$ cat config.mk
export PLATFORM = sky130hd
export DESIGN_NAME = keyed_compacting_table
export DESIGN_NICKNAME = d
export VERILOG_FILES = /design/src/hw/rtl/kct_pkg.sv /design/src/hw/rtl/kct_ram.sv /design/src/hw/rtl/kct_ctrl.sv /design/src/hw/rtl/keyed_compacting_table.sv
export SDC_FILE = /design/constraint.sdc
export NUM_CORES = 1
export LEC_CHECK = 0
export BUFFER_PORTS_ARGS = -buffer_cell sky130_fd_sc_hd__buf_2
export CAP_MARGIN = 5
export CELL_PAD_IN_SITES_DETAIL_PLACEMENT = 2
export CELL_PAD_IN_SITES_GLOBAL_PLACEMENT = 2
export CORE_MARGIN = 1.5
export CORE_UTILIZATION = 46
export CTS_BUF_LIST = sky130_fd_sc_hd__clkbuf_2 sky130_fd_sc_hd__clkbuf_4 sky130_fd_sc_hd__clkbuf_8
export DETAILED_ROUTE_END_ITERATION = 7
export GPL_ROUTABILITY_DRIVEN = 0
export PLACE_DENSITY_LB_ADDON = 0.1
export SLEW_MARGIN = 5
export SYNTH_ARGS = -nofsm -noshare
export SYNTH_HDL_FRONTEND = slang
export SYNTH_SLANG_ARGS = --single-unit
export TNS_END_PERCENT = 5
$ cat constraint.sdc
create_clock -name aclk -period 4.85 [get_ports aclk]
set_input_delay 0.97 -clock aclk [delete_from_list [all_inputs] [get_ports aclk]]
set_output_delay 0.97 -clock aclk [all_outputs]
set_load 0.03 [all_outputs]
$ cat src/hw/rtl/kct_pkg.sv
// ----------------------------------------------------------------------------
// kct_pkg
// shared widths, operation and status codes, and the result bundle of the
// keyed compacting table
// ----------------------------------------------------------------------------
package kct_pkg;

    localparam int CAPACITY_DEFAULT = 16;

    localparam int OP_W    = 3;
    localparam int KEY_W   = 8;
    localparam int SIG_W   = 16;
    localparam int RIDX_W  = 4;
    localparam int STAT_W  = 3;
    localparam int OKEY_W  = 4;
    localparam int TOTAL_W = 5;

    localparam logic [OP_W-1:0] OP_ADD        = 3'd0;
    localparam logic [OP_W-1:0] OP_SET        = 3'd1;
    localparam logic [OP_W-1:0] OP_REMOVE_END = 3'd2;
    localparam logic [OP_W-1:0] OP_REMOVE_KEY = 3'd3;
    localparam logic [OP_W-1:0] OP_READ       = 3'd4;

    localparam logic [STAT_W-1:0] STAT_OK          = 3'd0;
    localparam logic [STAT_W-1:0] STAT_KEY_RANGE   = 3'd1;
    localparam logic [STAT_W-1:0] STAT_DUPLICATE   = 3'd2;
    localparam logic [STAT_W-1:0] STAT_NOT_FOUND   = 3'd3;
    localparam logic [STAT_W-1:0] STAT_EMPTY       = 3'd4;
    localparam logic [STAT_W-1:0] STAT_INDEX_RANGE = 3'd5;

    typedef struct packed {
        logic [STAT_W-1:0]  status;
        logic [OKEY_W-1:0]  out_key;
        logic [SIG_W-1:0]   out_signal;
        logic [TOTAL_W-1:0] entry_total;
    } kct_result_t;

endpackage

$ cat src/hw/rtl/kct_ram.sv
// ----------------------------------------------------------------------------
// kct_ram
// generic simple dual-port ram, one write port and one registered read port
// ----------------------------------------------------------------------------
module kct_ram #(
    parameter int WIDTH = 20,
    parameter int DEPTH = 16
) (
    input  logic                     aclk,
    input  logic                     wr_en,
    input  logic [$clog2(DEPTH)-1:0] wr_addr,
    input  logic [WIDTH-1:0]         wr_data,
    input  logic                     rd_en,
    input  logic [$clog2(DEPTH)-1:0] rd_addr,
    output logic [WIDTH-1:0]         rd_data
);

    logic [WIDTH-1:0] mem_reg [DEPTH];
    logic [WIDTH-1:0] rd_data_reg;

    always_ff @(posedge aclk) begin
        if (wr_en) begin
            mem_reg[wr_addr] <= wr_data;
        end
        if (rd_en) begin
            rd_data_reg <= mem_reg[rd_addr];
        end
    end

    assign rd_data = rd_data_reg;

endmodule

$ cat src/hw/rtl/kct_ctrl.sv
// ----------------------------------------------------------------------------
// kct_ctrl
// sequencer of the keyed compacting table: key search through the shared
// compare, append, overwrite, remove-last, shift-down compaction and indexed read
// ----------------------------------------------------------------------------
module kct_ctrl #(
    parameter int CAPACITY = kct_pkg::CAPACITY_DEFAULT
) (
    input  logic                       aclk,
    input  logic                       aresetn,
    input  logic                       s_valid,
    output logic                       s_ready,
    input  logic [kct_pkg::OP_W-1:0]   s_op,
    input  logic [kct_pkg::KEY_W-1:0]  s_key,
    input  logic [kct_pkg::SIG_W-1:0]  s_signal_value,
    input  logic [kct_pkg::RIDX_W-1:0] s_read_index,
    output logic                       res_valid,
    input  logic                       res_ready,
    output kct_pkg::kct_result_t       res
);

    import kct_pkg::*;

    localparam int IDX_W = $clog2(CAPACITY);
    localparam int CNT_W = $clog2(CAPACITY + 1);
    localparam int ENT_W = IDX_W + SIG_W;

    localparam logic [2:0] S_IDLE      = 3'd0;
    localparam logic [2:0] S_SEARCH    = 3'd1;
    localparam logic [2:0] S_SHIFT_RD  = 3'd2;
    localparam logic [2:0] S_SHIFT_WR  = 3'd3;
    localparam logic [2:0] S_READ_WAIT = 3'd4;
    localparam logic [2:0] S_DONE      = 3'd5;

    logic [2:0]        state_reg, state_next;
    logic [OP_W-1:0]   op_reg, op_next;
    logic [KEY_W-1:0]  key_reg, key_next;
    logic [SIG_W-1:0]  sig_reg, sig_next;
    logic [CNT_W-1:0]  count_reg, count_next;
    logic [CNT_W-1:0]  scan_reg, scan_next;
    logic              pend_reg, pend_next;
    logic [IDX_W-1:0]  cmp_idx_reg, cmp_idx_next;
    logic [STAT_W-1:0] status_reg, status_next;
    logic [OKEY_W-1:0] rkey_reg, rkey_next;
    logic [SIG_W-1:0]  rsig_reg, rsig_next;

    logic             wr_en;
    logic [IDX_W-1:0] wr_addr;
    logic [ENT_W-1:0] wr_data;
    logic             rd_en;
    logic [IDX_W-1:0] rd_addr;
    logic [ENT_W-1:0] rd_data;

    logic key_hit;
    logic in_key_range;
    logic in_idx_range;

    kct_ram #(
        .WIDTH (ENT_W),
        .DEPTH (CAPACITY)
    ) u_ram (
        .aclk    (aclk),
        .wr_en   (wr_en),
        .wr_addr (wr_addr),
        .wr_data (wr_data),
        .rd_en   (rd_en),
        .rd_addr (rd_addr),
        .rd_data (rd_data)
    );

    assign key_hit      = pend_reg && (rd_data[ENT_W-1:SIG_W] == key_reg[IDX_W-1:0]);
    assign in_key_range = 32'(s_key) < 32'(CAPACITY);
    assign in_idx_range = 32'(s_read_index) < 32'(count_reg);

    always_comb begin
        state_next   = state_reg;
        op_next      = op_reg;
        key_next     = key_reg;
        sig_next     = sig_reg;
        count_next   = count_reg;
        scan_next    = scan_reg;
        pend_next    = pend_reg;
        cmp_idx_next = cmp_idx_reg;
        status_next  = status_reg;
        rkey_next    = rkey_reg;
        rsig_next    = rsig_reg;
        wr_en        = 1'b0;
        wr_addr      = count_reg[IDX_W-1:0];
        wr_data      = {key_reg[IDX_W-1:0], sig_reg};
        rd_en        = 1'b0;
        rd_addr      = scan_reg[IDX_W-1:0];

        case (state_reg)
            S_IDLE: begin
                if (s_valid) begin
                    op_next     = s_op;
                    key_next    = s_key;
                    sig_next    = s_signal_value;
                    scan_next   = '0;
                    pend_next   = 1'b0;
                    status_next = STAT_OK;
                    rkey_next   = '0;
                    rsig_next   = '0;
                    state_next  = S_DONE;
                    case (s_op)
                        OP_ADD, OP_SET: begin
                            if (in_key_range) begin
                                state_next = S_SEARCH;
                            end else begin
                                status_next = STAT_KEY_RANGE;
                            end
                        end
                        OP_REMOVE_KEY: begin
                            if (in_key_range) begin
                                state_next = S_SEARCH;
                            end else begin
                                status_next = STAT_NOT_FOUND;
                            end
                        end
                        OP_REMOVE_END: begin
                            if (count_reg == '0) begin
                                status_next = STAT_EMPTY;
                            end else begin
                                count_next = CNT_W'(count_reg - 1'b1);
                            end
                        end
                        OP_READ: begin
                            if (in_idx_range) begin
                                rd_en      = 1'b1;
                                rd_addr    = IDX_W'(s_read_index);
                                state_next = S_READ_WAIT;
                            end else begin
                                status_next = STAT_INDEX_RANGE;
                            end
                        end
                        default: begin
                        end
                    endcase
                end
            end

            S_SEARCH: begin
                if (key_hit) begin
                    pend_next  = 1'b0;
                    state_next = S_DONE;
                    case (op_reg)
                        OP_SET: begin
                            wr_en   = 1'b1;
                            wr_addr = cmp_idx_reg;
                        end
                        OP_REMOVE_KEY: begin
                            scan_next  = CNT_W'(cmp_idx_reg) + 1'b1;
                            state_next = S_SHIFT_RD;
                        end
                        default: begin
                            status_next = STAT_DUPLICATE;
                        end
                    endcase
                end else if (scan_reg < count_reg) begin
                    rd_en        = 1'b1;
                    rd_addr      = scan_reg[IDX_W-1:0];
                    pend_next    = 1'b1;
                    cmp_idx_next = scan_reg[IDX_W-1:0];
                    scan_next    = CNT_W'(scan_reg + 1'b1);
                end else if (pend_reg) begin
                    pend_next = 1'b0;
                end else begin
                    state_next = S_DONE;
                    if (op_reg == OP_REMOVE_KEY) begin
                        status_next = STAT_NOT_FOUND;
                    end else begin
                        // absent key, append at the end
                        wr_en      = 1'b1;
                        wr_addr    = count_reg[IDX_W-1:0];
                        count_next = CNT_W'(count_reg + 1'b1);
                    end
                end
            end

            S_SHIFT_RD: begin
                if (scan_reg < count_reg) begin
                    rd_en      = 1'b1;
                    rd_addr    = scan_reg[IDX_W-1:0];
                    state_next = S_SHIFT_WR;
                end else begin
                    count_next = CNT_W'(count_reg - 1'b1);
                    state_next = S_DONE;
                end
            end

            S_SHIFT_WR: begin
                wr_en      = 1'b1;
                wr_addr    = IDX_W'(scan_reg - 1'b1);
                wr_data    = rd_data;
                scan_next  = CNT_W'(scan_reg + 1'b1);
                state_next = S_SHIFT_RD;
            end

            S_READ_WAIT: begin
                rkey_next  = OKEY_W'(rd_data[ENT_W-1:SIG_W]);
                rsig_next  = rd_data[SIG_W-1:0];
                state_next = S_DONE;
            end

            S_DONE: begin
                if (res_ready) begin
                    state_next = S_IDLE;
                end
            end

            default: begin
                state_next = S_IDLE;
            end
        endcase
    end

    always_ff @(posedge aclk) begin
        if (!aresetn) begin
            state_reg <= S_IDLE;
            count_reg <= '0;
            pend_reg  <= 1'b0;
        end else begin
            state_reg <= state_next;
            count_reg <= count_next;
            pend_reg  <= pend_next;
        end
        op_reg      <= op_next;
        key_reg     <= key_next;
        sig_reg     <= sig_next;
        scan_reg    <= scan_next;
        cmp_idx_reg <= cmp_idx_next;
        status_reg  <= status_next;
        rkey_reg    <= rkey_next;
        rsig_reg    <= rsig_next;
    end

    assign s_ready         = (state_reg == S_IDLE);
    assign res_valid       = (state_reg == S_DONE);
    assign res.status      = status_reg;
    assign res.out_key     = rkey_reg;
    assign res.out_signal  = rsig_reg;
    assign res.entry_total = TOTAL_W'(count_reg);

endmodule

$ cat src/hw/rtl/keyed_compacting_table.sv
// ----------------------------------------------------------------------------
// keyed_compacting_table
// ordered table of unique (key, signal) pairs with add, set, remove-last,
// remove-by-key with compaction, and indexed read
// ----------------------------------------------------------------------------
// usage:
//   s_ channel takes one command beat (op, key, signal_value, read_index),
//   m_ channel returns exactly one result beat per command (status, out_key,
//   out_signal, entry_total), both valid/ready.
//   one command is in work at a time; s_ready is high only while the
//   sequencer is idle. the table sits in a ram with one write and one
//   registered read port, and a single key compare is reused per entry.
//   add / set search streams one entry per cycle; remove by key searches,
//   then shifts every later entry down by one (a read, then a write, each).
//   the result is handed from the sequencer into an output register,
//   so a new command is taken while a result still waits on m_ready.
//   a stalled receiver holds the result and blocks only the next completion.
//   reset empties the table (count to 0); table contents need no clearing.
// ----------------------------------------------------------------------------
module keyed_compacting_table #(
    parameter int CAPACITY = kct_pkg::CAPACITY_DEFAULT
) (
    input  logic                          aclk,
    input  logic                          aresetn,
    input  logic                          s_valid,
    output logic                          s_ready,
    input  logic [kct_pkg::OP_W-1:0]      s_op,
    input  logic [kct_pkg::KEY_W-1:0]     s_key,
    input  logic [kct_pkg::SIG_W-1:0]     s_signal_value,
    input  logic [kct_pkg::RIDX_W-1:0]    s_read_index,
    output logic                          m_valid,
    input  logic                          m_ready,
    output logic [kct_pkg::STAT_W-1:0]    m_status,
    output logic [kct_pkg::OKEY_W-1:0]    m_out_key,
    output logic [kct_pkg::SIG_W-1:0]     m_out_signal,
    output logic [kct_pkg::TOTAL_W-1:0]   m_entry_total
);

    import kct_pkg::*;

    logic        res_valid;
    logic        res_ready;
    kct_result_t res;

    logic        m_valid_reg, m_valid_next;
    kct_result_t m_res_reg, m_res_next;

    kct_ctrl #(
        .CAPACITY (CAPACITY)
    ) u_ctrl (
        .aclk           (aclk),
        .aresetn        (aresetn),
        .s_valid        (s_valid),
        .s_ready        (s_ready),
        .s_op           (s_op),
        .s_key          (s_key),
        .s_signal_value (s_signal_value),
        .s_read_index   (s_read_index),
        .res_valid      (res_valid),
        .res_ready      (res_ready),
        .res            (res)
    );

    // output register frees when empty or when its beat is taken
    assign res_ready = !m_valid_reg || m_ready;

    always_comb begin
        m_valid_next = m_valid_reg;
        m_res_next   = m_res_reg;
        if (res_ready) begin
            m_valid_next = res_valid;
            if (res_valid) begin
                m_res_next = res;
            end
        end
    end

    always_ff @(posedge aclk) begin
        if (!aresetn) begin
            m_valid_reg <= 1'b0;
        end else begin
            m_valid_reg <= m_valid_next;
        end
        m_res_reg <= m_res_next;
    end

    assign m_valid       = m_valid_reg;
    assign m_status      = m_res_reg.status;
    assign m_out_key     = m_res_reg.out_key;
    assign m_out_signal  = m_res_reg.out_signal;
    assign m_entry_total = m_res_reg.entry_total;

endmodule
# Word level (Yosys, flattened, before mapping)
# Memory sizes are Yosys's and may differ from the RTL's. A register that Yosys moved wholly into a read port is not among the register bits.
# Index checks and enable logic that the tools add are counted.
# Widths: inputs -> output; s select.
classes:
  add_sub_neg: 5
  multipliers: 0
  div_mod_pow: 0
  order_cmp: 3
  eq_ne: 27
  n_shift: 0
  n_mux: 65
  bitwise_logic: 1
  n_reduce_logical: 22
ops:
  columns: ["operator", "count"]
  rows:
  - ["$mux 5", 12]
  - ["$mux 3", 16]
  - ["$pmux 16 s2", 1]
  - ["$pmux 5 s3", 2]
  - ["$mux 4", 7]
  - ["$mux 20", 1]
  - ["$pmux 3 s6", 1]
  - ["$mux 16", 1]
  - ["$pmux 4 s2", 2]
  - ["$eq 3x2->1 const B", 5]
  - ["$mux 1", 15]
  - ["$ne 2x2->1 const B", 7]
  - ["$pmux 3 s2", 2]
  - ["$pmux 3 s4", 1]
  - ["$add 5x1->5 const B", 2]
  - ["$eq 3x1->1 const B", 3]
  - ["$eq 3x3->1 const B", 3]
  - ["$ne 3x3->1 const B", 3]
  - ["$reduce_and 9->1", 1]
  - ["$lt 8x5->1 const B", 1]
  - ["$reduce_and 2->1", 4]
  - ["$reduce_and 4->1", 2]
  - ["$logic_not 3->1", 2]
  - ["$ne 3x1->1 const B", 2]
  - ["22 further kinds", 27]
word_totals:
  register_bits: 93
  latchBits: 0
  mem_bits_rw: 320
  rom_bits: 0
  in_bits: 35
  out_inout_bits: 30
  elab_cells: 140
  memories: 1
memory_table:
  columns: ["memory", "words", "width", "read_ports", "rd_ports_with_merged_regs", "wr", "line_no", "text"]
  rows:
  - ["u_ctrl.u_ram.mem_reg", 16, 20, 1, 1, 1, "kct_ram.sv:18", "logic [WIDTH-1:0] mem_reg [DEPTH];"]

# Logic depth before layout (Yosys ltp)
# Gate-level depths: netlist of the first run.
logic_depth:
  depth_word: 8
  mapped_depth: 13
  depth_no_buf: 10

# Cells and area by module
# From an unflattened synthesis of the first run, not the netlist that was laid out.
hier_totals:
  cells_unflattened: 866
  area_unflattened_um2: 17085.1
by_module_without_submodules:
  columns: ["module", "n_inst", "cells_per_inst", "area_each_um2", "seq_area_each_um2"]
  rows:
  - ["kct_ram", 1, 533, 12731.0, 10209.8]
  - ["kct_ctrl", 1, 300, 3455.8, 1831.8]
  - ["keyed_compacting_table", 1, 33, 898.4, 860.8]

# Least setup slack after synthesis of the first run
# No wires, ideal clock.
synth_timing:
  kind: "flip-flop to flip-flop"
  from: "register u_ctrl.key_reg[3]"
  to: "memory u_ctrl.u_ram.mem_reg[11][0], enable pin"
  setup_ns: 0.448
  arrival_time_ns: 3.773
  required_ns: 4.402
  setup_slack_ns: 0.629
  path_stages_with_launch: 10
  path_buffers: 1
  period_less_slack_ns: 4.221
  cell_sequence: "edfxtp_1 > xor2_1 > nor3_2 > and3_1 > buf_2 > nand2_1 > o22ai_1 > a21oi_1 > or2_2 > nor4_1"
synth_via:
  elab_chain_len: 6
  elab_cells_between_ends: 8
  cone_classes: "eq/ne: 1; mux: 6; reduce/logical: 1"
synth_rtl:
  columns: ["element", "line_no", "text"]
  rows:
  - ["start: declaration", "kct_ctrl.sv:37", "logic [KEY_W-1:0] key_reg, key_next;"]
  - ["start signal: assignment", "kct_ctrl.sv:228", "key_reg <= key_next;"]
  - ["$eq 4x4->1 (*)", "kct_ctrl.sv:71", "assign key_hit = pend_reg && (rd_data[ENT_W-1:SIG_W] == key_reg[IDX_W-1:0]);"]
  - ["$logic_and 1x1->1 (*)", "kct_ctrl.sv:71", null]
  - ["$mux 1", "kct_ctrl.sv:143", "if (key_hit) begin"]
  - ["$pmux 1 s2", "kct_ctrl.sv:93", "case (state_reg)"]
  - ["$mux 1", "kct_ram.sv:22", "if (wr_en) begin"]
  - ["$mux 1 (not written as such)", "kct_ram.sv:23", "mem_reg[wr_addr] <= wr_data;"]
  - ["end: declaration", "kct_ram.sv:18", null]
# Mark *: on every way between the ends. The rest lies on a longest branch, timed or not.

# Worst setup path in the final report of the first run
layout_timing:
  from: "register u_ctrl.key_reg[3]"
  to: "memory u_ctrl.u_ram.mem_reg[9][19], enable pin"
# Same word-level chain as after synthesis.

==> impl_summary.txt, run 1 <==
----------------------------------------------------
[Route]
  Number of violations reported at the end of detailed-routing iteration 0 ... roughly 800
  WL/cell ... 29.5 um
  WL final ... approximately 58,000 um
  Final antenna-violating net count ... 0
  Vias per cell ... approximately 5.9
  Number of detailed-routing iterations run before antenna repair ... 5
  Count of vias placed by the detailed router ... about 12,000
  DRC errors left ... 0

[Synthesis]
  Sequential cell area fraction in the yosys report ... between 70% and 80%
  FFs w/ async S/R, synth ... 0%
  Average cell area after synthesis ... ~14 um2
  Synth Instances ... ~1,300
  Post-synth net total ... between 1,000 and 1,500
  Netlist area before placement ... between 15,000 and 20,000 um2
  Warnings, synthesis ... 0
  Synthesized flop and latch total ... 433
  EDFF count, synth ... 423
  Number of distinct library cells after synthesis ... 59
  Most frequently used flop master after synthesis ... sky130_fd_sc_hd__edfxtp_1

[STA]
  Worst Clk Skew ... around 0.029 ns
  Setup violators final ... 0
  Period utilization ... between 80% and 90%
  Sum of negative setup slack ... 0 ns
  Final Critical Period ... 4.00 ns
  Count of final hold-check violations ... 0
  Slew HR ... between 30 and 40%
  Fmax ... around 250 MHz
  Number of pins with negative max-slew slack in the final report ... 0
  Worst Max-Slew Pin Slew ... around 0.95 ns
  Setup ws final ... around 0.85 ns
  Setup repair after global routing missed its margin ... false

[GRT]
  Number of global-route vias before repair ... ~13,000
  Met1 GRT Util ... a little under two fifths
  GR Util All Layers ... 30.3%
  Met2 demand-to-capacity share in global routing ... between 50% and 60%
  Met3 routing resource usage after global routing ... about 5.9%
  Most used routing layer in global routing ... met2
  Antenna violations before repair ... 2
  Wire length of the first global-routing pass ... 84,600 um
  Congestion Overflow GR ... 0
  Pin count of the biggest net entering global routing ... ~90

[Clock tree]
  Post-CTS setup buffer count ... 0
  Clock latency of the later-clocked register in the worst-skew pair ... ~0.63 ns
  Clk sink count ... 433
  Clk Tree Root Cell ... sky130_fd_sc_hd__clkbuf_8
  Buffers from clock root to sink, at most ... 3
  Post_cts resized ... 0
  Level count of the clock H-tree ... 3
  Number of buffers inserted for hold repair after clock tree synthesis ... 0
  Clock-pin slew on the worst setup and hold paths ... approximately 0.060 ns
  Clock tree from TritonCTS ... built
  Clock buffer count from CTS ... 74

[Floorplanning]
  Core ar. ... 37,800 um2
  Site row count ... 71
  Num ports ... 65
  Area of the die ... between 30,000 and 40,000 um2
  Initial standard-cell utilization of the core ... between 40% and 50%
  Die X ... ~200 um
  Height of the die ... approximately 200 um

[Finish]
  Ant. Diodes ... 0
  Fraction of layout cells with a size suffix above 1 ... 19.6%
  Layout net count ... 1,456
  Post-synthesis to final-layout area growth ... 14.9%
  Max FFs per register ... 320
  Count of fill cells added during filler insertion ... 3,564

[Setup path]
  Crit Path Category ... reg2reg
  Element type at the critical path end ... flip-flop
  Startpoint class of the critical path ... flip-flop
  Max Fanout on Critical Path ... 15
  Data arrival, critical path ... between 4 and 5 ns
  Flop-to-flop setup slack ... 0.85 ns
  Required time of the critical path ... between 5 and 6 ns

[Power and ir drop]
  Peak supply drop ... between 0.0002 and 0.0003 V
  Total Power ... 12,600 uW
  Static power due to leakage ... approximately 0.0072 uW
  Areal power density over the cells ... slightly above 600 nW/um2

[Run]
  Reported max-cap violation count ... 0

[Min path]
  Worst hold-check path type ... reg2reg

[Placement]
  Dpl hpwl ... about 36,000 um
  Port buffer count ... 64
  Worst setup slack after placement ... roughly 0.67 ns

[Status]
  Run status ... finished, final reports clean

----------------------------------------------------
-- cell usage in the layout (no fill, tap or decap), types with 29 or more instances in the layout --
cell type and count:
sky130_fd_sc_hd__nand2_1 333, sky130_fd_sc_hd__o211ai_1 48, sky130_fd_sc_hd__mux2i_1 30, sky130_fd_sc_hd__nand3_1 104, sky130_fd_sc_hd__buf_4 41, sky130_fd_sc_hd__buf_2 64, sky130_fd_sc_hd__edfxtp_1 423, sky130_fd_sc_hd__clkbuf_8 77
sky130_fd_sc_hd__clkbuf_4 29
-- per-layer routing --
metal  vias to the layer above  share of wire [%]
li1                       5007                  -
met1                      6043                 41
met2                       366                 50
met3                       142                4.8
met4                         0                3.8
met5                         -                  0
-- stage by stage --
stage               hold slack (ns)  cell area [um2]  util (%)  instances
floorplan                     0.400            17700         -       1283
finish                        0.419            20300      53.7       1961
global placement              0.401            18900      50.1       1842
detailed placement            0.407            18900      50.1       1842
CTS                           0.423            20300      53.7       1961
global route                  0.433            20300      53.7       1961
-- critical path, stage by stage (launching register included) --
cell                       delay [ns]
sky130_fd_sc_hd__edfxtp_1        0.46
sky130_fd_sc_hd__xor2_1          0.23
sky130_fd_sc_hd__nor3_2          0.57
sky130_fd_sc_hd__and3_1          0.45
sky130_fd_sc_hd__nand2_1         0.15
sky130_fd_sc_hd__o22ai_1         0.18
sky130_fd_sc_hd__a21oi_1         0.25
sky130_fd_sc_hd__or4_1           0.63
sky130_fd_sc_hd__nor2_2          0.47
sky130_fd_sc_hd__buf_12          0.26
-- Yosys cell counts (3+ instances only) --
| cell | count | area (um2) |
|---|---|---|
| sky130_fd_sc_hd__a21oi_1 | 17 | 85.1 |
| sky130_fd_sc_hd__and3_1 | 3 | 18.8 |
| sky130_fd_sc_hd__xnor2_1 | 7 | 61.3 |
| sky130_fd_sc_hd__a21boi_1 | 3 | 22.5 |
| sky130_fd_sc_hd__buf_2 | 35 | 175 |
| sky130_fd_sc_hd__nand2b_1 | 7 | 43.8 |
| sky130_fd_sc_hd__nand3_1 | 104 | 521 |
| sky130_fd_sc_hd__o31ai_1 | 3 | 22.5 |
| sky130_fd_sc_hd__o211ai_1 | 48 | 360 |
| sky130_fd_sc_hd__edfxtp_1 | 423 | 12700 |
| sky130_fd_sc_hd__nor2b_1 | 8 | 50.1 |
| sky130_fd_sc_hd__inv_1 | 10 | 37.5 |
| sky130_fd_sc_hd__a31oi_1 | 22 | 138 |
| sky130_fd_sc_hd__a211oi_1 | 4 | 30.0 |
| sky130_fd_sc_hd__nand4_1 | 4 | 25.0 |
| sky130_fd_sc_hd__nor3_1 | 8 | 40.0 |
| sky130_fd_sc_hd__and2_1 | 22 | 138 |
| sky130_fd_sc_hd__mux2i_1 | 30 | 300 |
| sky130_fd_sc_hd__buf_6 | 5 | 56.3 |
| sky130_fd_sc_hd__buf_4 | 3 | 22.5 |
| sky130_fd_sc_hd__or2_2 | 3 | 18.8 |
| sky130_fd_sc_hd__a32oi_1 | 15 | 131 |
| sky130_fd_sc_hd__mux2_2 | 22 | 248 |
| sky130_fd_sc_hd__dfxtp_1 | 10 | 200 |
| sky130_fd_sc_hd__o22ai_1 | 5 | 31.3 |
| sky130_fd_sc_hd__nand2_1 | 333 | 1250 |
| sky130_fd_sc_hd__xor2_1 | 7 | 61.3 |
| sky130_fd_sc_hd__o21ai_0 | 13 | 65.1 |
| sky130_fd_sc_hd__a21o_1 | 4 | 30.0 |
| sky130_fd_sc_hd__nor2_1 | 30 | 113 |
| sky130_fd_sc_hd__clkbuf_1 | 22 | 82.6 |
| sky130_fd_sc_hd__mux2i_4 | 3 | 67.6 |
| sky130_fd_sc_hd__nor4_1 | 6 | 37.5 |
| sky130_fd_sc_hd__ha_1 | 13 | 163 |
-- cell type report --
type / count / area [um2] / area share [%]
Multi-Input combinational cell: 772 / 4470 / 22.0
Clock inverter: 13 / 114 / 0.561
Timing Repair Buffer: 116 / 848 / 4.18
Inverter: 10 / 37.5 / 0.185
Sequential cell: 433 / 12900 / 63.6
Clock buffer: 106 / 1280 / 6.30
Tap cell: 511 / 639 / 3.15
-- power by group --
| part | internal, uW | switching, uW | leakage, uW |
|---|---|---|---|
| Combinational | 1210 | 2850 | 0.00255 |
| Sequential | 4930 | 338 | 0.00394 |
| Clock | 1780 | 1470 | 0.000740 |
-- kinds of logic after synthesis --
family	Yosys count	share of synthesized area [%]
fa+ha+maj	14	1.03
flops	433	73.1
simple gates	536	13.2
xor+xnor	14	0.694
compound gates	152	6.21
buf+inv	78	2.19
mux	56	3.57
-- path summary, 6_finish.rpt --
kind,cells after the start,from,to
min reg2reg,0,u_ctrl.rsig_reg[4],m_out_signal[4]
max reg2reg,9,u_ctrl.key_reg[3],u_ctrl.u_ram.mem_reg[9][19]
min,0,u_ctrl.rsig_reg[4],m_out_signal[4]
max,9,u_ctrl.key_reg[3],u_ctrl.u_ram.mem_reg[9][19]
Power figures use the tool's default switching activity.
==> run 2: changes to the inputs <==
Settings changed: ABC_AREA from default to 1, CORE_UTILIZATION 46 to 39.
Clock period 4.85 ns to 3.6 ns, I/O delays scaled along.
==> run 2 against run 1 <==
Critical path depth up 5. Clock power up 44%. Utilization down 7.5 points. Wire length up 11%. First-iteration DRC count up 25%. Via count up 19%. Clock-buffer cell count down 8. Setup slack worse by 0.48 ns. Final cell count up 32%.
==> impl_summary.txt, run 2 <==
----------------------------------------------------
[Placement]
  Worst setup slack after placement ... 0.183 ns (-0.490 ns)
  Dpl hpwl ... 40,000 um (+12%)
  Cell count after placement ... 2,455 (+33%)
  Port buffer count ... 64 (unchanged)

[STA]
  Sum of negative setup slack ... 0 ns (unchanged)
  Final Critical Period ... 3.23 ns (-0.768 ns)
  Setup violators final ... 0 (unchanged)
  Count of final hold-check violations ... 0 (unchanged)
  Period utilization ... 89.6% (+7.3 points)
  Slew HR ... 48.6% (+12 points)
  Setup ws final ... 0.373 ns (-0.482 ns)
  Number of pins with negative max-slew slack in the final report ... 0 (unchanged)
  Worst Max-Slew Pin Slew ... 0.770 ns (-0.182 ns)
  Worst Clk Skew ... 0.0389 ns (+0.0101 ns)
  Setup repair after global routing missed its margin ... false
  Fmax ... 310 MHz (+24%)

[Finish]
  Area used by multi-input combinational logic ... 4570 um2 (+2.1%)
  Layout net count ... 1,969 (+35%)
  Finished Layout Cells ... 2,594 (+32%)
  Sequential cell area in the final layout ... 12,900 um2 (unchanged)
  Max FFs per register ... 320 (unchanged)
  Fraction of layout cells with a size suffix above 1 ... 15.3% (-4.3 points)
  Most common cell after layout, fill and taps aside ... sky130_fd_sc_hd__edfxtp_1
  Post-synthesis to final-layout area growth ... 16.5%
  Fraction of the core area covered by cells at the end of the flow ... 46.3% (-7.5 points)
  Commonest cells after routing, fill and taps aside ... sky130_fd_sc_hd__edfxtp_1, sky130_fd_sc_hd__nand3_1, sky130_fd_sc_hd__inv_1
  Count of fill cells added during filler insertion ... 4,994 (+40%)

[Clock tree]
  Clock tree from TritonCTS ... built
  Clock buffer count from CTS ... 78 (+5.4%)
  Buffers from clock root to sink, at most ... 3 (unchanged)
  Post_cts resized ... 0 (unchanged)
  Clk sink count ... 433 (unchanged)
  Post-CTS setup buffer count ... 0 (unchanged)
  Clock-pin slew on the worst setup and hold paths ... 0.06 ns (about the same)
  Clock latency of the later-clocked register in the worst-skew pair ... 0.69 ns (+0.06 ns)
  Level count of the clock H-tree ... 3 (unchanged)
  Clk Tree Root Cell ... sky130_fd_sc_hd__clkbuf_8
  Number of buffers inserted for hold repair after clock tree synthesis ... 0 (unchanged)

[Setup path]
  Max Fanout on Critical Path ... 24 (+9)
  Worst Path Buf+Inv ... 3 (+2)
  Startpoint class of the critical path ... flip-flop
  Largest incremental delay on the critical path ... 0.57 ns (-0.06 ns)
  Family with the most delay on the worst path ... simple AND/OR/NAND/NOR gates
  Flop-to-flop setup slack ... 0.37 ns (-0.48 ns)
  RR Startpoint ... u_ctrl.count_reg[1]
  Logic depth of the worst register-to-register path ... 14 (+5)
  Crit Path Category ... reg2reg
  Max stage delay cell, worst path ... sky130_fd_sc_hd__o21ai_4
  Required time of the critical path ... 4.14 ns (-1.02 ns)
  Critical path launch point ... u_ctrl.count_reg[1]
  Data arrival, critical path ... 3.77 ns (-0.54 ns)
  Worst flop-to-flop path endpoint ... u_ctrl.u_ram.rd_data[2]
  Element type at the critical path end ... flip-flop
  Series of cell instances along the critical path ... inv_1, ha_1, nand2_1, inv_1, nand2_1, nor2_1, nor2_2, nand3_2, o21ai_4, buf_12, nand3_1, nand3_1, nand3_1, nand2_1

[Synthesis]
  Top cells by instance count after synthesis ... sky130_fd_sc_hd__edfxtp_1, sky130_fd_sc_hd__nand3_1, sky130_fd_sc_hd__inv_1, sky130_fd_sc_hd__nand2_1, sky130_fd_sc_hd__nor2_1
  Most frequent cell after synthesis ... sky130_fd_sc_hd__edfxtp_1
  Leading post-synthesis cells by cell area ... sky130_fd_sc_hd__edfxtp_1, sky130_fd_sc_hd__nand3_1, sky130_fd_sc_hd__inv_1, sky130_fd_sc_hd__nand2_1, sky130_fd_sc_hd__nand3b_1
  EDFF count, synth ... 423 (unchanged)
  Post-synth net total ... 1,820 (+37%)
  Netlist area before placement ... 19,100 um2 (+8.0%)
  Average cell area after synthesis ... 10.8 um2 (-22%)
  Synth Instances ... 1,771 (+38%)
  Sequential cell area fraction in the yosys report ... 67.6% (-5.4 points)
  FFs w/ async S/R, synth ... 0% (unchanged)
  Warnings, synthesis ... 0 (unchanged)
  Synthesized flop and latch total ... 433 (unchanged)
  Number of distinct library cells after synthesis ... 40 (-32%)
  Area fraction of the dominant cell type after synthesis ... 66.6% (-5.3 points)
  Most area-hungry cell type in the Yosys netlist ... sky130_fd_sc_hd__edfxtp_1
  Most frequently used flop master after synthesis ... sky130_fd_sc_hd__edfxtp_1

[Route]
  DRC errors left ... 0 (unchanged)
  WL final ... 64,100 um (+11%)
  Number of violations reported at the end of detailed-routing iteration 0 ... 991 (+25%)
  Number of detailed-routing iterations run before antenna repair ... 5 (unchanged)
  Final antenna-violating net count ... 0 (unchanged)
  Vias per cell ... 5.32 (-9.7%)
  Count of vias placed by the detailed router ... 13,800 (+19%)
  WL/cell ... 24.7 um (-16%)

[Status]
  Run status ... finished, final reports clean

[Min path]
  End of the worst hold path ... u_ctrl.sig_reg[7]
  Start point of the worst hold path ... s_signal_value[7]
  Worst hold-check path type ... in2reg
  Worst hold path cell count ... 1 (+1)

[Power and ir drop]
  Areal power density over the cells ... 806 nW/um2 (+30%)
  Peak supply drop ... 0.000368 V (+28%)
  Static power due to leakage ... 0.00929 uW (+29%)

[GRT]
  Congestion Overflow GR ... 0 (unchanged)
  GR Util All Layers ... 26.1% (-4.2 points)
  Number of global-route vias before repair ... 15,300 (+18%)
  Pin count of the biggest net entering global routing ... 67 (-24%)
  Wire length of the first global-routing pass ... 95,900 um (+13%)
  Antenna violations before repair ... 1 (-1)

[Floorplanning]
  Height of the die ... 224 um (+13%)
  Initial standard-cell utilization of the core ... 39.7% (-7.1 points)
  Num ports ... 65 (unchanged)
  Site row count ... 80 (+13%)
  Die X ... 224 um (+13%)
  Core ar. ... 48,000 um2 (+27%)
  Area of the die ... 50,200 um2 (+27%)

[Run]
  Reported max-cap violation count ... 0 (unchanged)

----------------------------------------------------
[run 2: logic make-up (layout without fill, tap and decap cells)]
family | count (synthesis) | after routing | share of synthesized area [%]
adders and majority gates | 14 | 14 | 0.958
DFF | 433 | 433 | 67.6
xor gates and xnor gates | 7 | 7 | 0.321
AOI/OAI and AO/OA | 73 | 73 | 2.13
and+or+nand+nor | 826 | 826 | 20.2
buffers and inverters | 418 | 625 | 8.78
other | 0 | 1 | 0
[run 2: where the power goes]
part | internal [uW] | switching [uW]
clock network | 2540 | 2150
logic | 1850 | 4520
registers | 6560 | 316
total | 10900 | 6990
[run 2: worst register-to-register path, stage by stage (launching register included)]
cell	delay [ns]
sky130_fd_sc_hd__dfxtp_1	0.55
sky130_fd_sc_hd__inv_1	0.20
sky130_fd_sc_hd__ha_1	0.31
sky130_fd_sc_hd__nand2_1	0.07
sky130_fd_sc_hd__inv_1	0.04
sky130_fd_sc_hd__nand2_1	0.05
sky130_fd_sc_hd__nor2_1	0.05
sky130_fd_sc_hd__nor2_2	0.18
sky130_fd_sc_hd__nand3_2	0.37
sky130_fd_sc_hd__o21ai_4	0.58
sky130_fd_sc_hd__buf_12	0.27
sky130_fd_sc_hd__nand3_1	0.13
sky130_fd_sc_hd__nand3_1	0.12
sky130_fd_sc_hd__nand3_1	0.09
sky130_fd_sc_hd__nand2_1	0.08
[run 2: area by class of cell]
class                           count  area share, %
Multi-Input combinational cell    920           20.5
Tap cell                          615           3.46
Clock buffer                       98           5.53
Antenna cell                        1         0.0113
Inverter                          337           5.69
Clock inverter                     40           1.36
Timing Repair Buffer              150           5.36
Sequential cell                   433           58.0
[run 2: stage by stage]
step / hold WS [ns] / cell area (um2) / total power [uW]
3_5_place_dp: 0.408 / 20700 / 13400
2_1_floorplan: 0.400 / 19100 / 10600
4_1_cts: 0.156 / 22200 / 18100
5_1_grt: 0.177 / 22200 / 18900
3_3_place_gp: 0.401 / 20700 / 13100
6_report: 0.209 / 22200 / 17900
[run 2: worst max path at each step]
| stage | cells past startpoint | to |
|---|---|---|
| 4_1_cts | 14 | u_ctrl.u_ram.rd_data[2] |
| 3_3_place_gp | 14 | u_ctrl.u_ram.rd_data[12] |
| 3_5_place_dp | 14 | u_ctrl.u_ram.rd_data[12] |
| 2_1_floorplan | 13 | u_ctrl.u_ram.mem_reg[12][0] |
| 5_1_grt | 14 | u_ctrl.u_ram.rd_data[18] |
| 6_report | 14 | u_ctrl.u_ram.rd_data[2] |
[run 2: routing by layer]
metal	part of all wire (%)	global-route usage (%)	vias to the layer above
met2	49	44.3	341
met3	4.4	4.29	119
li1	-	-	6226
met1	44	33.9	7125
met5	0	0	-
met4	2.8	8.57	0
==> run 3: changes to the inputs <==
Settings changed: ABC_AREA 1 to 0, CORE_UTILIZATION 39 to 42.
==> run 3 against run 2 <==
Sequential share of layout area rose by 4.1 points. Non-clock buffer count fell by 6. Final area fell by 6.6%. Clock-buffer cell count rose by 1. Total power fell by 4.3%. Global-route usage rose by 0.83 points. First-iteration DRC count fell by 21%. Sequential cell count did not move. Critical path type unchanged. Largest cell class unchanged.
==> impl_summary.txt, run 3 (synthesis gave the netlist of run 1 again) <==
----------------------------------------------------
[STA]
  Fmax ... 292 MHz (-5.8%)
  Setup repair after global routing missed its margin ... false
  Setup violators final ... 0 (unchanged)
  Worst Clk Skew ... 0.0289 ns (-0.0100 ns)
  Number of pins with negative max-slew slack in the final report ... 0 (unchanged)
  Final Critical Period ... 3.42 ns (+0.197 ns)
  Sum of negative setup slack ... 0 ns (unchanged)
  Count of final hold-check violations ... 0 (unchanged)
  Worst Max-Slew Pin Slew ... 1.19 ns (+0.419 ns)
  Period utilization ... 95.1% (+5.5 points)
  Slew HR ... 20.7% (-28 points)

[Power and ir drop]
  Areal power density over the cells ... 827 nW/um2 (+2.6%)
  Switching power ... 6340 uW (-9.2%)
  Static power due to leakage ... 0.00743 uW (-20%)
  Share of total power in combinational logic ... 33.7% (-1.8 points)
  Peak supply drop ... 0.000335 V (-9.1%)
  Flop pwr share ... 40.7% (+2.4 points)
  Switch share ... 36.9% (-2.0 points)
  Internal power contribution ... 10,800 uW (-1.1%)
  Portion of total power attributed to the clock network ... 25.6% (-0.5 points)

[Route]
  Vias per cell ... 5.69 (+6.8%)
  Final antenna-violating net count ... 0 (unchanged)
  WL/cell ... 28.0 um (+13%)
  Count of vias placed by the detailed router ... 11,500 (-17%)
  WL final ... 56,700 um (-12%)
  Number of detailed-routing iterations run before antenna repair ... 5 (unchanged)
  DRC errors left ... 0 (unchanged)
  Number of violations reported at the end of detailed-routing iteration 0 ... 780 (-21%)

[Clock tree]
  Number of buffers inserted for hold repair after clock tree synthesis ... 0 (unchanged)
  Clock latency of the later-clocked register in the worst-skew pair ... 0.66 ns (-0.03 ns)
  Clk Tree Root Cell ... sky130_fd_sc_hd__clkbuf_8
  Level count of the clock H-tree ... 3 (unchanged)
  Buffers from clock root to sink, at most ... 3 (unchanged)
  Clk sink count ... 433 (unchanged)
  Clock tree from TritonCTS ... built
  Clock buffer count from CTS ... 76 (-2.6%)
  Post-CTS setup buffer count ... 0 (unchanged)
  Post_cts resized ... 0 (unchanged)
  Clock-pin slew on the worst setup and hold paths ... 0.06 ns (about the same)

[Min path]
  Start point of the worst hold path ... s_signal_value[12]
  Worst hold-check path type ... in2reg

[Floorplanning]
  Die X ... 208 um (-7.2%)
  Area of the die ... 43,300 um2 (-14%)
  Core ar. ... 41,200 um2 (-14%)
  Num ports ... 65 (unchanged)
  Initial standard-cell utilization of the core ... 42.9% (+3.2 points)
  Site row count ... 74 (-7.5%)
  Height of the die ... 208 um (-7.2%)

[Finish]
  Commonest cells after routing, fill and taps aside ... sky130_fd_sc_hd__edfxtp_1, sky130_fd_sc_hd__nand2_1, sky130_fd_sc_hd__nand3_1
  Ant. Diodes ... 0 (-1)
  Layout net count ... 1,486 (-25%)
  Most common cell after layout, fill and taps aside ... sky130_fd_sc_hd__edfxtp_1
  Final Cell Area ... 20,800 um2 (-6.6%)
  Post-synthesis to final-layout area growth ... 17.5%
  Max FFs per register ... 320 (unchanged)
  Count of fill cells added during filler insertion ... 3,862 (-23%)
  Fraction of layout cells with a size suffix above 1 ... 20.9% (+5.7 points)

[Setup path]
  Crit Path Category ... reg2reg
  RR Startpoint ... u_ctrl.u_ram.rd_data[17]
  Data arrival, critical path ... 3.76 ns (about the same)
  Required time of the critical path ... 3.93 ns (-0.21 ns)
  Critical path launch point ... u_ctrl.u_ram.rd_data[17]
  Startpoint class of the critical path ... flip-flop
  Max Fanout on Critical Path ... 15 (-38%)
  Flop-to-flop setup slack ... 0.18 ns (-0.20 ns)
  Element type at the critical path end ... flip-flop

[GRT]
  Wire length of the first global-routing pass ... 84,400 um (-12%)
  Congestion Overflow GR ... 0 (unchanged)
  Number of global-route vias before repair ... 12,900 (-16%)
  Antenna violations before repair ... 1 (unchanged)
  GR Util All Layers ... 26.9% (+0.83 points)
  Pin count of the biggest net entering global routing ... 41 (-39%)

[Placement]
  Port buffer count ... 64 (unchanged)
  Dpl hpwl ... 35,400 um (-12%)
  Placed Instance Area ... 19,300 um2 (-6.6%)

[Run]
  Reported max-cap violation count ... 0 (unchanged)

[Status]
  Run status ... finished, final reports clean

----------------------------------------------------
[run 3: routing by layer]
layer / global-route usage (%) / up-vias / routed length, um
met5: 0 / - / 0
li1: - / 5077 / -
met2: 47.0 / 323 / 28900
met1: 32.9 / 5994 / 23200
met4: 11.0 / 0 / 1990
met3: 4.88 / 130 / 2570
[run 3: worst paths after layout]
| path | to | cells after the start |
|---|---|---|
| worst max-delay path | u_ctrl.u_ram.mem_reg[15][1] | 11 |
| worst min register to register | m_out_signal[1] | 0 |
| worst max register to register | u_ctrl.u_ram.mem_reg[15][1] | 11 |
| worst min-delay path | u_ctrl.sig_reg[12] | 1 |
[run 3: power by group through the flow]
stage | Combinational [uW] | Sequential (uW) | Clock (uW)
2_1_floorplan | 3280 | 7020 | 0
3_3_place_gp | 5540 | 7030 | 0
3_5_place_dp | 5830 | 7080 | 0
4_1_cts | 5880 | 6990 | 4500
5_1_grt | 6280 | 7040 | 4670
6_report | 5780 | 6980 | 4400
[run 3: worst max-delay path: stages, from the launching register on]
cell	delay, ns
sky130_fd_sc_hd__edfxtp_1	0.46
sky130_fd_sc_hd__xor2_1	0.31
sky130_fd_sc_hd__nor3_2	0.11
sky130_fd_sc_hd__buf_4	0.18
sky130_fd_sc_hd__and3_1	0.20
sky130_fd_sc_hd__buf_4	0.17
sky130_fd_sc_hd__o211ai_1	0.16
sky130_fd_sc_hd__a21oi_1	0.12
sky130_fd_sc_hd__buf_4	0.17
sky130_fd_sc_hd__nand2b_1	0.26
sky130_fd_sc_hd__nor4_2	0.64
sky130_fd_sc_hd__buf_12	0.29
[run 3: area by class of cell]
cell class              count  area [um2]  share of cell area (%)
inverters                  10        37.5                   0.181
well taps                 532         666                    3.21
repair buffers            144        1230                    5.95
flip-flops and latches    433       12900                    62.2
multi-input cells         772        4480                    21.6
clock inverters            37         194                   0.935
clock buffers              99        1240                    5.96
[run 3: metrics by stage]
stage / total power, uW / hold WS (ns) / util, % / instances / setup slack [ns]
after floorplan: 10300 / 0.400 / - / 1283 / -0.591
after global routing: 18000 / 0.204 / 50.4 / 2027 / 0.101
after detailed placement: 12900 / 0.406 / 46.9 / 1891 / 0.0426
final: 17200 / 0.240 / 50.4 / 2027 / 0.176
after global placement: 12600 / 0.402 / 46.9 / 1891 / 0.156
after CTS: 17400 / 0.183 / 50.4 / 2027 / 0.160
